`src/rtl/core/mqd_pkg.sv`:
```
// Shared types and constants for the multilevel queue dispatcher.
// Used by every module in rtl/core; depends on nothing.
`timescale 1ns / 1ps
package mqd_pkg;

   localparam int DEF_MAX_JOBS   = 64;
   localparam int DEF_TIME_WIDTH = 16;

   localparam int NUM_QUEUES  = 5;
   localparam int QID_W       = 3;
   localparam int FIELD_W     = 16;
   localparam int SLICE_W     = 16;
   localparam int QUANTUM_W   = 16;
   localparam int TIMER_W     = 23;
   localparam int OUT_SLOT_W  = 6;
   localparam int PRIO_W      = 2;

   localparam logic [TIMER_W-1:0] TIMER_MAX = {TIMER_W{1'b1}};
   localparam logic [QUANTUM_W-1:0] QUANTUM_RESET = QUANTUM_W'(1);

   localparam logic [PRIO_W-1:0] PRIO_REALTIME = 2'd0;
   localparam logic [PRIO_W-1:0] PRIO_NORMAL   = 2'd1;
   localparam logic [PRIO_W-1:0] PRIO_DEMOTED  = 2'd2;

   localparam logic CMD_LOAD = 1'b0;

   typedef enum logic [QID_W-1:0] {
      Q_RTWAIT = 3'd0,
      Q_NWAIT  = 3'd1,
      Q_L0     = 3'd2,
      Q_L1     = 3'd3,
      Q_L2     = 3'd4
   } qid_type;

   typedef enum logic [3:0] {
      ST_IDLE,
      ST_DRAIN_QRD,
      ST_DRAIN_JRD,
      ST_DRAIN_CMP,
      ST_CHG_RD,
      ST_CHG,
      ST_PICK_RD,
      ST_PICK_JRD,
      ST_PICK_J,
      ST_SLICE
   } state_type;

endpackage

```
`src/rtl/core/mqd_job_ram.sv`:
```
// Job table memory: one write port, one registered read port.
// Depends on mqd_pkg for the default depth.
`timescale 1ns / 1ps
module mqd_job_ram
   import mqd_pkg::*;
#(
   parameter int DEPTH = DEF_MAX_JOBS,
   parameter int AW    = 6,
   parameter int DW    = 35
) (
   input  logic          clock,
   input  logic          we,
   input  logic [AW-1:0] waddr,
   input  logic [DW-1:0] wdata,
   input  logic          re,
   input  logic [AW-1:0] raddr,
   output logic [DW-1:0] rdata
);

   logic [DW-1:0] mem [DEPTH];
   logic [DW-1:0] rdata_ff;

   // write entry
   always_ff @(posedge clock) begin
      if (we) begin
         mem[waddr] <= wdata;
      end
   end

   // registered read
   always_ff @(posedge clock) begin
      if (re) begin
         rdata_ff <= mem[raddr];
      end
   end

   assign rdata = rdata_ff;

endmodule

```
`config.mk`:
```
export PLATFORM = sky130hd
export DESIGN_NAME = mqd_job_ram
export DESIGN_NICKNAME = d
export VERILOG_FILES = /design/src/rtl/core/mqd_pkg.sv /design/src/rtl/core/mqd_job_ram.sv
export SDC_FILE = /design/constraint.sdc
export NUM_CORES = 2
export LEC_CHECK = 0
export BUFFER_PORTS_ARGS = -buffer_cell sky130_fd_sc_hd__buf_2
export CORE_ASPECT_RATIO = 0.8
export CORE_MARGIN = 3
export CORE_UTILIZATION = 60
export DETAILED_ROUTE_END_ITERATION = 16
export GPL_ROUTABILITY_DRIVEN = 1
export PLACE_DENSITY = 0.76
export SLEW_MARGIN = 20
export SYNTH_ARGS = -nofsm -noshare
export SYNTH_HDL_FRONTEND = slang
export SYNTH_SLANG_ARGS = --single-unit
```
`constraint.sdc`:
```
create_clock -name clock -period 7.4 [get_ports clock]
set_input_delay 0 -clock clock [delete_from_list [all_inputs] [get_ports clock]]
set_output_delay 0 -clock clock [all_outputs]
set_load 0.01 [all_outputs]
```
# Yosys cells after proc, flatten, opt, wreduce, memory -nomap -nowiden
# Memories as Yosys holds them, arrays and structs flattened. A register that Yosys moved wholly into a read port is not among the register bits.
# Index checks and enable logic that the tools add are counted.
[classes]
muxes = 2
[op_table]
columns = ["operator", "count"]
rows = [
  ["$mux W1", 2],
]
[totals]
ram_bits = 2240
mem_count = 1
input_bits = 50
ff_bits = 0
output_inout_bits = 35
[memory_table]
columns = ["memory", "depth", "word_bits", "rd", "rd_ports_with_merged_regs", "wr", "line", "text"]
rows = [
  ["mem", 64, 35, 1, 1, 1, "mqd_job_ram.sv:20", "logic [DW-1:0] mem [DEPTH];"],
]

# Longest topological paths before layout
[depth]
word_depth = 2
mapped_depth = 10
ltp_nobuf = 5

# Worst setup path after synthesis
# Ideal clock, no wire load.
[synth_timing]
path_kind = "input port to flip-flop"
start = "input waddr[3]"
end = "memory mem[48][0], enable pin"
setup_ps = 471
path_slack_ps = 4029
required_ps = 6929
t_arrival_ps = 2900
path_stages = 4
path_cell_list = "clkbuf_1 -> nor2b_1 -> nand4b_1 -> nor3_1"
[synth_lines]
columns = ["element", "line", "text"]
rows = [
  ["from (decl)", "mqd_job_ram.sv:13", "input logic [AW-1:0] waddr,"],
  ["to (decl)", "mqd_job_ram.sv:20", ""],
]
# Straight into the memory's write port.

==> results.ini <==
[sta]
fin_crit_sh = 0.4121
worst_pin_slew_ns = 1.136
setup_ws_ns = 4.351
maxSlewViolCount = 0
fmax_mhz = 327.9
hold_viol = 0
setup_violations = 0
setup_tns_ns = 0
post-route-min-period_ns = 3.049
slew_headroom = 0.2424
fin_skew_ns = 0.03113
rsz0062_at_grt = false

[worst_setup_path]
endpoint_kind = flip-flop
crit_slowest_cell = o21ai_0
cp-start-kind = input port
path_max_fanout = 81
max_stage_delay_ns = 0.82
crit_type = in2reg
timing.critical_path.cells = buf_8 > buf_4 > buf_4 > mux4_2 > mux2_2 > o21ai_0 > a21oi_1
arrival_ns = 3.59
cpMostUsedCell = buf_4
worst_ep_required_time_ns = 7.94

[detailed_routing]
wl_microns = 228100
first_pass_iters = 5
vias = 43760
drc = 0
via_per_inst = 7.182
drt_iter0_markers = 7248
wire_per_inst_microns = 37.43
ant_nets = 0

[synth]
ys_ff_latch = 2275
synth_area_sq_um = 86520
synth_warnings = 0
synthCells = 3835
synth.distinct_cells = 37
syn_area_per_cell_sq_um = 22.56
synth_nets = 3885
ys_seq_area_frac = 0.7896

[power_and_ir_drop]
leakagePower_nw = 30.13
power_density_nw_per_um2 = 269.6
power_mw = 26.04
irDropWorstVdd_v = 0.0002372

[placement]
dp_cells = 5684
gp_congestion = 0.8237
post-place-ws_ns = 3.622
dp_hpwl_microns = 115700
io_buffer_count = 84

[global_routing]
grt_start_max_net_pins = 100
overflow = 0
grtUsageTotal = 0.3103
grt_pass1_wl_microns = 324700
grt_pass1_vias = 43725
antenna_found_initial = 18

[clock_tree]
clk_path_buf_depth = 3
ctsResizeCount = 0
cts_tree = yes
worstSkewPairLatency_ns = 0.83
h-tree-depth = 4
cts.sinks = 2275
clkTransAtPathRegs_ns = 0.06
numCtsBuffers = 202
cts-root-buf = clkbuf_16

[floorplanning]
start_util = 0.6097
num_io_pins = 85
coreArea_sq_um = 141900
die_h_microns = 345.6
die_w_microns = 430.6
die_area_sq_um = 148800
num_rows = 123

[final_layout]
drive_gt1_frac = 0.2600
mostFrequentLayoutCells = edfxtp_1, mux4_2, clkbuf_16
area_growth_pct = 11.64
final_core_util = 0.6807
num-nets-final = 4102
final_common_cell = edfxtp_1
final_cells = 6093

[run_status]
status = completed

[flow_run]
max-cap-violations = 0

[min_path]
hp-class = in2reg

logic make-up (layout without fill, tap and decap cells):
kind of cell / after synthesis / count (layout) / synth area share
muxes: 708 / 708 / 0.1531
and+or+nand+nor: 351 / 351 / 0.01987
AOI/OAI and AO/OA: 281 / 281 / 0.02443
buffers and inverters: 220 / 596 / 0.01296
other: 0 / 7 / 0
DFF: 2275 / 2275 / 0.7896
registers in the layout, summed over array words and instances (netlist names):
name / flops
mem: 2240
rdata: 35
cell usage after synthesis:
library cell  count  area (sq um)
a21oi_1           9         45.04
inv_1             1         3.750
o21ai_0           8         40.04
a22oi_1          54         405.4
nor2b_1          23         143.9
nand4_1          49         306.5
edfxtp_1       2275         68320
or4b_2            2         20.02
mux2i_1         157          1572
or2_2             3         18.77
and2_1            1         6.260
o211a_1           7         70.07
o221ai_1         51         446.7
buf_2            59         295.3
nor3_1            9         45.04
a2111oi_0         1         8.760
buf_6            13         146.4
o22ai_1          87         544.3
buf_1            10         37.54
or4b_1            4         40.04
a211o_1           6         52.55
nand4b_1          1         8.760
a221o_1          32         320.3
and3_1           13         81.33
nand3_1          66         330.3
nand2_1          75         281.5
nor2_1           90         337.8
mux2_2           65         732.0
a31oi_1          12         75.07
buf_4            33         247.7
or3_1             3         18.77
nand3b_1          2         15.01
or3b_2            1         8.760
clkbuf_1        104         390.4
nand2b_1          9         56.30
a211oi_1         14         105.1
mux4_2          486         10950
final cells by class:
class	instances	area (sq um)
sequential	2275	68320
fill	8387	45310
multi-input combinational	1340	17590
clock buffer	262	5472
tap	1875	2346
timing repair buffer	232	1854
clock inverter	101	987.2
antenna	7	17.52
inverter	1	3.754
what timing repair did:
action	in CTS	in global routing
hold endpoints to repair	1861	128
hold buffers	36	2
setup buffers	0	0
where the power goes:
| group | internal (mW) | switching (mW) | leakage, nW |
|---|---|---|---|
| Combinational | 0.455 | 0.862 | 6.50 |
| Clock | 5.85 | 4.53 | 3.14 |
| Sequential | 14.3 | 0.0462 | 20.5 |
metrics by stage:
stage / cell area (sq um) / hold slack [ns]
floorplan: 86520 / 0.09887
global placement: 89630 / 0.4713
detailed placement: 89630 / 0.4671
global route: 96580 / 0.05513
CTS: 96450 / 0.0004690
finish: 96590 / 0.08929
metal layers:
metal | global-route usage | wire, microns
met1 | 0.4449 | 79740
met5 | 0 | 90
met4 | 0.1130 | 9080
met2 | 0.4663 | 106000
met3 | 0.08637 | 33210
critical path, delay by kind of cell:
kind                   cells  cell delay (ns)
AO/OA/AOI/OAI              2             0.97
multiplexers               2             0.72
buffers and inverters      3             1.74
final timing paths:
path         slack (ns)  depth (start not counted)         from           to
min reg2reg        0.94                          4  mem[10][12]    rdata[12]
min                0.09                          4     waddr[1]  mem[30][34]
max                4.35                          7     raddr[2]    rdata[21]
max reg2reg        4.86                          5   mem[33][5]     rdata[5]
No activity file was read; power rests on OpenSTA's default activity.
